## config.mk

```make
export PLATFORM = sky130hd
export DESIGN_NAME = type_length_frame_deframer_unit
export DESIGN_NICKNAME = d
export VERILOG_FILES = /design/src/rtl/tlfd_pkg.sv /design/src/rtl/type_length_frame_deframer_unit.sv /design/src/rtl/tlfd_parser.sv /design/src/rtl/tlfd_out_reg.sv
export VERILOG_INCLUDE_DIRS = /design/src /design/src/rtl
export SDC_FILE = /design/constraint.sdc
export NUM_CORES = 1
export LEC_CHECK = 0
export ABC_CLOCK_PERIOD_IN_PS = 5800
export BUFFER_PORTS_ARGS = -buffer_cell sky130_fd_sc_hd__buf_4
export CAP_MARGIN = 10
export CELL_PAD_IN_SITES_DETAIL_PLACEMENT = 1
export CELL_PAD_IN_SITES_GLOBAL_PLACEMENT = 2
export CORE_UTILIZATION = 35
export CTS_BUF_LIST = sky130_fd_sc_hd__clkbuf_2
export DETAILED_ROUTE_END_ITERATION = 6
export PLACE_DENSITY = 0.88
export SYNTH_ARGS = -nofsm -noshare
export SYNTH_HDL_FRONTEND = slang
export SYNTH_SLANG_ARGS = --single-unit
```

## constraint.sdc

```tcl
create_clock -name clk -period 5.8 [get_ports clk]
set_clock_uncertainty 0.15 [all_clocks]
set_input_delay 0.58 -clock clk [delete_from_list [all_inputs] [get_ports clk]]
set_output_delay 0.58 -clock clk [all_outputs]
set_load 0.01 [all_outputs]
```

## src/rtl/assert_macros.svh

```systemverilog
// Assertion macros for the deframer RTL.
`ifndef ASSERT_MACROS_SVH
`define ASSERT_MACROS_SVH

`ifndef NO_ASSERTIONS

`define TLFD_ASSERT_IMP(lbl, clk, rst_n, ante, cons) \
  lbl: assert property (@(posedge clk) disable iff (!rst_n) (ante) |-> (cons)) \
    else $error("implication check failed");

`define TLFD_ASSERT_NXT(lbl, clk, rst_n, ante, cons) \
  lbl: assert property (@(posedge clk) disable iff (!rst_n) (ante) |=> (cons)) \
    else $error("next-cycle check failed");

`else

`define TLFD_ASSERT_IMP(lbl, clk, rst_n, ante, cons)
`define TLFD_ASSERT_NXT(lbl, clk, rst_n, ante, cons)

`endif

`endif

```

## src/rtl/tlfd_pkg.sv

```systemverilog
`timescale 1ns / 1ps

package tlfd_pkg;

  localparam int UUID_BYTES = 16;
  localparam int PIDX_W = $clog2(UUID_BYTES + 1);

  localparam logic [31:0] MAX_PAYLOAD_RESET = 32'(16 * 1024 * 1024);
  localparam logic [7:0]  CONTROL_CODE_RESET = 8'd0;
  localparam logic [7:0]  HEARTBEAT_CODE_RESET = 8'd1;

  localparam logic [2:0] HDR_LAST = 3'd4;

  typedef enum logic [1:0] {
    REG_MAX_PAYLOAD    = 2'd0,
    REG_CONTROL_CODE   = 2'd1,
    REG_HEARTBEAT_CODE = 2'd2
  } reg_idx_t;

  typedef enum logic [1:0] {
    FT_CONTROL   = 2'd0,
    FT_HEARTBEAT = 2'd1,
    FT_DATA      = 2'd2
  } frame_type_t;

  typedef struct packed {
    logic [31:0] max_payload;
    logic [7:0]  control_code;
    logic [7:0]  heartbeat_code;
  } cfg_t;

  typedef struct packed {
    logic [1:0] frame_type;
    logic [7:0] out_byte;
    logic       byte_valid;
    logic       in_uuid;
    logic       end_of_frame;
    logic       short_data;
    logic       fatal;
  } result_t;

endpackage

```

## src/rtl/type_length_frame_deframer_unit.sv

```systemverilog
// An accepted byte passes from the input register into the result register.
// Throughput: one byte per cycle; the input register and the result register
// both advance whenever the result register is empty or being taken.
// Header bytes other than the fifth produce no result.
// Reset (rst_n, synchronous): parser state and valids clear, registers reload defaults.
`timescale 1ns / 1ps
`include "assert_macros.svh"

module type_length_frame_deframer_unit (
  input  logic        clk,
  input  logic        rst_n,
  input  logic        cfg_we,
  input  logic [1:0]  cfg_index,
  input  logic [31:0] cfg_data,
  input  logic        in_valid,
  output logic        in_ready,
  input  logic [7:0]  in_byte,
  output logic        out_valid,
  input  logic        out_ready,
  output logic [1:0]  out_frame_type,
  output logic [7:0]  out_byte,
  output logic        out_byte_valid,
  output logic        out_in_uuid,
  output logic        out_end_of_frame,
  output logic        out_short_data,
  output logic        out_fatal
);

  tlfd_pkg::cfg_t    cfg_r;
  logic              s1_valid_r;
  logic [7:0]        s1_byte_r;
  logic              s1_adv;
  logic              can_load;
  logic              has_result;
  tlfd_pkg::result_t res;
  tlfd_pkg::result_t res_q;

  always_ff @(posedge clk) begin
    if (!rst_n) begin
      cfg_r.max_payload    <= tlfd_pkg::MAX_PAYLOAD_RESET;
      cfg_r.control_code   <= tlfd_pkg::CONTROL_CODE_RESET;
      cfg_r.heartbeat_code <= tlfd_pkg::HEARTBEAT_CODE_RESET;
    end else if (cfg_we) begin
      unique case (cfg_index)
        tlfd_pkg::REG_MAX_PAYLOAD:    cfg_r.max_payload    <= cfg_data;
        tlfd_pkg::REG_CONTROL_CODE:   cfg_r.control_code   <= cfg_data[7:0];
        tlfd_pkg::REG_HEARTBEAT_CODE: cfg_r.heartbeat_code <= cfg_data[7:0];
        default: ;
      endcase
    end
  end

  assign s1_adv   = s1_valid_r && can_load;
  assign in_ready = !s1_valid_r || s1_adv;

  always_ff @(posedge clk) begin
    if (!rst_n) begin
      s1_valid_r <= 1'b0;
    end else if (in_ready) begin
      s1_valid_r <= in_valid;
    end
  end

  always_ff @(posedge clk) begin
    if (in_valid && in_ready) begin
      s1_byte_r <= in_byte;
    end
  end

  tlfd_parser u_parser (
    .clk        (clk),
    .rst_n      (rst_n),
    .step       (s1_adv),
    .byte_in    (s1_byte_r),
    .cfg        (cfg_r),
    .has_result (has_result),
    .res        (res)
  );

  tlfd_out_reg u_out (
    .clk       (clk),
    .rst_n     (rst_n),
    .load      (s1_adv && has_result),
    .res_in    (res),
    .can_load  (can_load),
    .out_valid (out_valid),
    .out_ready (out_ready),
    .res_out   (res_q)
  );

  assign out_frame_type   = res_q.frame_type;
  assign out_byte         = res_q.out_byte;
  assign out_byte_valid   = res_q.byte_valid;
  assign out_in_uuid      = res_q.in_uuid;
  assign out_end_of_frame = res_q.end_of_frame;
  assign out_short_data   = res_q.short_data;
  assign out_fatal        = res_q.fatal;

  `TLFD_ASSERT_NXT(a_stall_hold, clk, rst_n, s1_valid_r && !s1_adv,
                   s1_valid_r && $stable(s1_byte_r))
  `TLFD_ASSERT_IMP(a_uuid_data, clk, rst_n, out_valid && out_in_uuid,
                   out_byte_valid && out_frame_type == tlfd_pkg::FT_DATA)
  `TLFD_ASSERT_IMP(a_short_eof, clk, rst_n, out_valid && out_short_data, out_end_of_frame)

endmodule

```

## src/rtl/tlfd_parser.sv

```systemverilog
`timescale 1ns / 1ps
`include "assert_macros.svh"

module tlfd_parser (
  input  logic                 clk,
  input  logic                 rst_n,
  input  logic                 step,
  input  logic [7:0]           byte_in,
  input  tlfd_pkg::cfg_t       cfg,
  output logic                 has_result,
  output tlfd_pkg::result_t    res
);

  logic [2:0]                  header_count_r, header_count_nxt;
  logic [7:0]                  type_reg_r, type_reg_nxt;
  logic [31:0]                 length_shift_r, length_shift_nxt;
  logic [31:0]                 bytes_left_r, bytes_left_nxt;
  logic [tlfd_pkg::PIDX_W-1:0] payload_index_r, payload_index_nxt;
  logic                        in_payload_r, in_payload_nxt;

  tlfd_pkg::frame_type_t       ft;
  logic                        is_data;
  logic                        in_prefix;
  logic [tlfd_pkg::PIDX_W-1:0] pidx_inc;
  logic [31:0]                 len_v;

  always_comb begin
    if (type_reg_r == cfg.control_code) begin
      ft = tlfd_pkg::FT_CONTROL;
    end else if (type_reg_r == cfg.heartbeat_code) begin
      ft = tlfd_pkg::FT_HEARTBEAT;
    end else begin
      ft = tlfd_pkg::FT_DATA;
    end
  end

  assign is_data   = (ft == tlfd_pkg::FT_DATA);
  assign in_prefix = (payload_index_r < tlfd_pkg::PIDX_W'(tlfd_pkg::UUID_BYTES));
  assign pidx_inc  = in_prefix ? payload_index_r + tlfd_pkg::PIDX_W'(1) : payload_index_r;
  assign len_v     = {length_shift_r[23:0], byte_in};

  always_comb begin
    header_count_nxt  = header_count_r;
    type_reg_nxt      = type_reg_r;
    length_shift_nxt  = length_shift_r;
    bytes_left_nxt    = bytes_left_r;
    payload_index_nxt = payload_index_r;
    in_payload_nxt    = in_payload_r;
    has_result        = 1'b0;
    res               = '0;
    res.frame_type    = ft;

    if (step) begin
      if (in_payload_r) begin
        has_result       = 1'b1;
        res.out_byte     = byte_in;
        res.byte_valid   = 1'b1;
        res.in_uuid      = is_data && in_prefix;
        bytes_left_nxt   = bytes_left_r - 32'd1;
        payload_index_nxt = pidx_inc;
        if (bytes_left_r == 32'd1) begin
          res.end_of_frame  = 1'b1;
          res.short_data    = is_data &&
                              (pidx_inc < tlfd_pkg::PIDX_W'(tlfd_pkg::UUID_BYTES));
          in_payload_nxt    = 1'b0;
          payload_index_nxt = '0;
        end
      end else if (header_count_r == 3'd0) begin
        type_reg_nxt     = byte_in;
        length_shift_nxt = '0;
        header_count_nxt = 3'd1;
      end else begin
        length_shift_nxt = len_v;
        if (header_count_r < tlfd_pkg::HDR_LAST) begin
          header_count_nxt = header_count_r + 3'd1;
        end else begin
          header_count_nxt = 3'd0;
          if (len_v > cfg.max_payload) begin
            has_result = 1'b1;
            res.fatal  = 1'b1;
          end else if (len_v == 32'd0) begin
            has_result       = 1'b1;
            res.end_of_frame = 1'b1;
            res.short_data   = is_data;
          end else begin
            bytes_left_nxt    = len_v;
            payload_index_nxt = '0;
            in_payload_nxt    = 1'b1;
          end
        end
      end
    end
  end

  always_ff @(posedge clk) begin
    if (!rst_n) begin
      header_count_r  <= '0;
      type_reg_r      <= '0;
      length_shift_r  <= '0;
      bytes_left_r    <= '0;
      payload_index_r <= '0;
      in_payload_r    <= 1'b0;
    end else begin
      header_count_r  <= header_count_nxt;
      type_reg_r      <= type_reg_nxt;
      length_shift_r  <= length_shift_nxt;
      bytes_left_r    <= bytes_left_nxt;
      payload_index_r <= payload_index_nxt;
      in_payload_r    <= in_payload_nxt;
    end
  end

  `TLFD_ASSERT_IMP(a_payload_no_hdr, clk, rst_n, in_payload_r, header_count_r == 3'd0)
  `TLFD_ASSERT_IMP(a_hdr_range, clk, rst_n, 1'b1, header_count_r <= tlfd_pkg::HDR_LAST)
  `TLFD_ASSERT_IMP(a_pidx_sat, clk, rst_n, 1'b1,
                   payload_index_r <= tlfd_pkg::PIDX_W'(tlfd_pkg::UUID_BYTES))
  `TLFD_ASSERT_IMP(a_left_nonzero, clk, rst_n, in_payload_r, bytes_left_r != 32'd0)
  `TLFD_ASSERT_IMP(a_payload_result, clk, rst_n, step && in_payload_r,
                   has_result && res.byte_valid)

endmodule

```

## src/rtl/tlfd_out_reg.sv

```systemverilog
`timescale 1ns / 1ps
`include "assert_macros.svh"

module tlfd_out_reg (
  input  logic              clk,
  input  logic              rst_n,
  input  logic              load,
  input  tlfd_pkg::result_t res_in,
  output logic              can_load,
  output logic              out_valid,
  input  logic              out_ready,
  output tlfd_pkg::result_t res_out
);

  logic              valid_r, valid_nxt;
  tlfd_pkg::result_t data_r;

  assign can_load  = !valid_r || out_ready;
  assign valid_nxt = load ? 1'b1 : (valid_r && !out_ready);

  always_ff @(posedge clk) begin
    if (!rst_n) begin
      valid_r <= 1'b0;
    end else begin
      valid_r <= valid_nxt;
    end
  end

  always_ff @(posedge clk) begin
    if (load) begin
      data_r <= res_in;
    end
  end

  assign out_valid = valid_r;
  assign res_out   = data_r;

  `TLFD_ASSERT_IMP(a_load_room, clk, rst_n, load, can_load)
  `TLFD_ASSERT_NXT(a_load_shows, clk, rst_n, load, valid_r && data_r == $past(res_in))
  `TLFD_ASSERT_IMP(a_fatal_clean, clk, rst_n, valid_r && data_r.fatal,
                   !data_r.byte_valid && !data_r.end_of_frame)

endmodule

```

**After elaboration in Yosys (flattened, before gate mapping)**

Index checks and enable logic that the tools add are counted.

- Order comparisons: 4
- Add/sub/neg operators: 3
- Mux-type cells: 38
- Bitwise gates (word level): 2
- Equal/unequal tests: 10
- Reductions and logical operators: 22

Operators with widths:

| cell | number |
|---|---|
| 32-bit two-way mux | 5 |
| 5-bit two-way mux | 7 |
| 32-bit by 1-bit == test with 1-bit output, second input constant | 1 |
| 32-bit greater-than comparator | 1 |
| 32-bit logical NOT | 1 |
| 32-bit by 1-bit subtractor with 32-bit output, second input constant | 1 |
| 24-bit two-way mux | 1 |
| 8-bit == test | 2 |
| 1-bit two-way mux | 14 |
| 2-bit two-way mux | 7 |
| 3-bit two-way mux | 4 |
| 5-bit less-than comparator, second input constant | 2 |
| 2-bit AND reduction | 5 |
| 2-bit by 1-bit != test with 1-bit output, second input constant | 4 |
| 1-bit logical AND | 6 |
| 5-bit by 1-bit adder with 5-bit output, second input constant | 1 |
| 5-bit AND reduction | 1 |
| 2-bit == test, second input constant | 2 |
| 4-bit OR reduction | 1 |
| 3-bit by 1-bit adder with 3-bit output, second input constant | 1 |
| 1-bit logical NOT | 3 |
| 3-bit logical NOT | 1 |
| 3-bit less-than comparator, second input constant | 1 |
| 3-bit AND reduction | 1 |
| 4 further kinds | 6 |

- Register bits after elaboration: 146
- Output and inout port bits: 17
- Word-level logic and storage cells: 98

**Logic depth before layout (Yosys ltp)**

- Depth in word-level cells: 9
- Depth in mapped cells: 12
- Depth with buffers taken out: 10

**Modules after synthesis**

A second synthesis with hierarchy kept.

- Cell total of the unflattened synthesis: 819
- Area, all modules: 7385.8 um2

Modules (own cells, without submodules):

| module | seq. area each (um2) | times used | cells an instance | area each (um2) |
|---|---|---|---|---|
| tlfd_parser | 1461.4 | 1 | 590 | 4683.2 |
| type_length_frame_deframer_unit | 1221.2 | 1 | 210 | 2203.4 |
| tlfd_out_reg | 470.5 | 1 | 19 | 499.2 |

**Worst setup path after synthesis**

No wires, ideal clock.

- Path type: register to register
- Start: reg cfg_r[47] (netlist name)
- End: reg u_out.data_r, in the netlist u_out.res_out[0] (enable)
- Setup time: 0.386 ns
- Data arrival time: 2.462 ns
- Period minus slack after synthesis: 2.998 ns
- Cell stages (with the launch flop): 10
- Setup slack: 2.802 ns
- Cells stage by stage: dfxtp_1 > inv_1 > ha_1 > nand4_2 > or4_4 > a31oi_1 > o21ai_2 > nand2_1 > a21oi_1 > nor2_1

- Longest elaborated chain between the ends: 7

RTL lines:

| item | line | RTL |
|---|---|---|
| from (decl) | type_length_frame_deframer_unit.sv:29 | `tlfd_pkg::cfg_t cfg_r;` |
| 32-bit greater-than comparator | tlfd_parser.sv:78 | `if (len_v > cfg.max_payload) begin` |
| 1-bit two-way mux | tlfd_parser.sv:78 |  |
| 1-bit two-way mux | tlfd_parser.sv:74 | `if (header_count_r < tlfd_pkg::HDR_LAST) begin` |
| 1-bit two-way mux | tlfd_parser.sv:68 | `end else if (header_count_r == 3'd0) begin` |
| 1-bit two-way mux | tlfd_parser.sv:54 | `if (in_payload_r) begin` |
| 1-bit two-way mux | tlfd_parser.sv:53 | `if (step) begin` |
| 1-bit logical AND | type_length_frame_deframer_unit.sv:83 | `.load (s1_adv && has_result),` |
| via u_out.load | tlfd_out_reg.sv:7 | `input logic load,` |
| to (signal assigned) | tlfd_out_reg.sv:31 | `data_r <= res_in;` |
| to (decl) | tlfd_out_reg.sv:16 | `tlfd_pkg::result_t data_r;` |

The timed path passes the listed nets, and every way through them passes these cells.
A chain may end at the register's enable or synchronous reset.

**Worst setup path in the final report**

- Start: reg u_parser.length_shift_r[15]
- End: reg u_parser.bytes_left_r[1]

- Longest elaborated chain between the ends: 3

RTL lines:

| item | line | RTL |
|---|---|---|
| from (decl) | tlfd_parser.sv:16 | `logic [31:0] length_shift_r, length_shift_nxt;` |
| from (signal assigned) | tlfd_parser.sv:106 | `length_shift_r <= length_shift_nxt;` |
| 32-bit greater-than comparator or 32-bit logical NOT (tied branches) | tlfd_parser.sv:78, tlfd_parser.sv:81 |  |
| 2-bit by 1-bit != test with 1-bit output (no line) | - |  |
| 5-bit AND reduction (no line) * | - |  |
| to (signal assigned) | tlfd_parser.sv:107 | `bytes_left_r <= bytes_left_nxt;` |
| to (decl) | tlfd_parser.sv:17 | `logic [31:0] bytes_left_r, bytes_left_nxt;` |

Mark *: on every way between the ends. The rest lies on a longest branch, timed or not.

==> impl_metrics.env <==
export IMPL_initial_core_util=0.361
export IMPL_path_cells="ha_1 -> a21oi_1 -> o21ai_0 -> a2bb2oi_1 -> nand2_1 -> o21ai_2 -> nand3_2 -> a211o_1 -> a21oi_1"
export IMPL_die_area_mm2=0.0217
export IMPL_layout_drive_gt1_share=0.131
export IMPL_vias=6690
export IMPL_total_power_mw=1.87
export IMPL_post_cts_setup_buffers=0
export IMPL_switching_share=0.285
export IMPL_postCtsResizedCells=0
export IMPL_worst_setup_path_end_kind="flip-flop"
export IMPL_gp_congestion=0.776
export IMPL_cpPeakStageDelay_ns=0.74
export IMPL_min_period_over_period=0.611
export IMPL_ys_seq_elements=146
export IMPL_grt_util_all_layers=0.211
export IMPL_powerDensity_mw_per_mm2=214
export IMPL_final_common_cell="nand2_1"
export IMPL_cts_root_buffer_cell="clkbuf_2"
export IMPL_slew_viol_final=0
export IMPL_wirelength_um=22100
export IMPL_syn_to_final_growth_pct=17.8
export IMPL_clk_pin_slew_ns=0.25
export IMPL_rsz0062_at_grt="no"
export IMPL_ir_drop_mv=0.137
export IMPL_drtIter0Drc=313
export IMPL_hold_path_class="input port to flip-flop"
export IMPL_port_buffers=63
export IMPL_cp_num_buf_inv=0
export IMPL_crit_fanout=47
export IMPL_io_pins=64
export IMPL_fp_row_count=52
export IMPL_cp_required_ns=6.35
export IMPL_crit_path_frequent_cell="a21oi_1"
export IMPL_ant_nets=0
export IMPL_p_seq_frac=0.572
export IMPL_power_switching_mw=0.532
export IMPL_grt_pass1_wl_um=36200
export IMPL_start_kind="flip-flop"
export IMPL_critPathSlowestCell="nand3_2"
export IMPL_die_h_um=147
export IMPL_cts_tree="done"
export IMPL_hpwl_um=14800
export IMPL_setup_tns_ns=0
export IMPL_grt_max_degree=71
export IMPL_crit_arrival_ns=4.09
export IMPL_synth_flop_cell="dfxtp_1"
export IMPL_clk_latency_ns=0.75
export IMPL_max_freq_mhz=282
export IMPL_pre_cts_ws_ns=2.25
export IMPL_crit_family="compound AO/OA/AOI/OAI gates"
export IMPL_antenna_found_initial=1
export IMPL_drv_cap=0
export IMPL_htree_levels=4
export IMPL_p_int_mw=1.34
export IMPL_ctsLongestPathBuffers=2
export IMPL_nets=1059
export IMPL_seq_area_frac_synth=0.426
export IMPL_yosysWarnings=0
export IMPL_synth_edf_count=23
export IMPL_placed_area_mm2=0.00802
export IMPL_final_area_mm2=0.00872
export IMPL_finalCriticalPeriod_ns=3.54
export IMPL_setup_slack_ns=2.26
export IMPL_netlist_instances=895
export IMPL_setup_violations=0
export IMPL_core_mm2=0.0205
export IMPL_first_global_vias=6824
export IMPL_wire_per_inst_um=17.5
export IMPL_hold_buffers=44
export IMPL_clkPwrFrac=0.329
export IMPL_path_class="flip-flop to flip-flop"
export IMPL_relSlewSlack=0.386
export IMPL_syn_nets=979
export IMPL_synth_cell_area_mm2=0.00740
export IMPL_async_flop_share=0
export IMPL_vias_per_cell=5.31
export IMPL_most_common_layout_cells="164 x nand2_1, 123 x dfxtp_1, 114 x a21oi_1, 70 x buf_4, 64 x nor2_1"
export IMPL_syn_area_per_cell_um2=8.27
export IMPL_route_detailed_drc=0
export IMPL_power_frac_comb=0.100
export IMPL_dr_pass1_iters=4
export IMPL_numCtsBuffers=17
export IMPL_overflow=0
export IMPL_status="finished clean"
export IMPL_power_leakage_nw=3.47
export IMPL_tightestPinTransition_ns=0.920
export IMPL_hold_violations=0
export IMPL_cts_sinks=146
export IMPL_synthDistinctLibCells=69
export IMPL_die_w_um=147
-- stage by stage --
stage,util,cells,hold WS [ns]
floorplan,-,895,0.286
finish,0.426,1260,0.212
CTS,0.425,1257,0.114
detailed placement,0.391,1181,0.297
global route,0.426,1260,0.170
global placement,0.391,1181,0.293
-- power groups by stage --
stage / logic, mW / clock network [mW] / registers, mW
2_1_floorplan: 0.102 / 0 / 1.08
3_3_place_gp: 0.159 / 0 / 1.09
3_5_place_dp: 0.161 / 0 / 1.09
4_1_cts: 0.186 / 0.641 / 1.07
5_1_grt: 0.208 / 0.673 / 1.07
6_report: 0.186 / 0.614 / 1.07
-- cells in the mapped netlist, types with 3 or more instances --
cell,n,area (um^2)
nand2_1,164,616
dfxtp_1,123,2460
a21oi_1,114,571
nor2_1,64,240
inv_1,44,165
clkbuf_1,42,158
ha_1,37,463
nand3_1,32,160
o21ai_0,26,130
edfxtp_1,23,691
mux2i_1,19,190
nor4_1,17,106
nand4_1,15,93.8
and3_1,13,81.3
nor3_1,11,55.1
o22ai_1,9,56.3
xnor2_1,9,78.8
xor2_1,9,78.8
or3_1,8,50.1
o211ai_1,7,52.6
o32ai_1,7,61.3
a31oi_1,6,37.5
buf_2,5,25.0
buf_6,5,56.3
nor2b_1,5,31.3
a211oi_1,4,30.0
a22oi_1,4,30.0
nand3b_1,4,30.0
o31ai_1,4,30.0
a211o_1,3,26.3
and2_1,3,18.8
inv_2,3,11.3
nand2b_1,3,18.8
nand3_2,3,30.0
nor4b_1,3,26.3
o21a_1,3,22.5
o21bai_1,3,22.5
or4_4,3,33.8
-- state kept, by name (all words and copies together) (netlist names), 3 cells and up --
register and count:
cfg_r 48, s1_byte_r 8, u_out.res_out 15, u_parser.bytes_left_r 32
u_parser.header_count_r 3, u_parser.length_shift_r 24, u_parser.payload_index_r 5, u_parser.type_reg_r 8
-- per-layer routing --
metal,up-vias,share of wire,global-route usage
met2,114,0.48,0.358
met1,3243,0.47,0.279
met3,19,0.037,0.0401
li1,3314,-,-
met4,0,0.012,0.0464
met5,-,0,0
-- worst reg2reg max path: cells and delay by family (launching register included) --
| family | cells | cell delay [ns] |
|---|---|---|
| AO/OA/AOI/OAI | 6 | 1.63 |
| adder cells (fa/ha/maj) | 1 | 0.32 |
| AND/OR/NAND/NOR | 2 | 0.91 |
| flip-flops | 1 | 0.51 |
-- cell type report --
cell class | count | area, um^2
diodes | 2 | 5.00
flip-flops and latches | 146 | 3150
clock buffers | 18 | 90.1
multi-input cells | 648 | 3830
well taps | 270 | 338
fillers | 2462 | 11800
inverters | 47 | 176
repair buffers | 115 | 977
clock inverters | 14 | 151
-- logic make-up (layout without fill, tap and decap cells) --
kind of cell | Yosys count | in the layout | synth area share
other cells | 0 | 2 | 0
compound gates | 210 | 210 | 0.171
simple gates | 363 | 363 | 0.235
flops | 146 | 146 | 0.426
xor+xnor | 18 | 18 | 0.0213
fa+ha+maj | 37 | 37 | 0.0625
mux | 20 | 20 | 0.0272
buf+inv | 101 | 194 | 0.0576
-- worst paths after layout --
| check | from | to | slack [ns] | depth (start not counted) |
|---|---|---|---|---|
| setup / recovery | u_parser.length_shift_r[15] | u_parser.bytes_left_r[1] | 2.26 | 9 |
| hold / removal | cfg_index[1] | cfg_r[16] | 0.21 | 5 |
| setup reg to reg | u_parser.length_shift_r[15] | u_parser.bytes_left_r[1] | 2.26 | 9 |
| hold reg to reg | cfg_r[33] | cfg_r[33] | 0.32 | 2 |
Note: power is estimated with default switching activity, not from simulation.
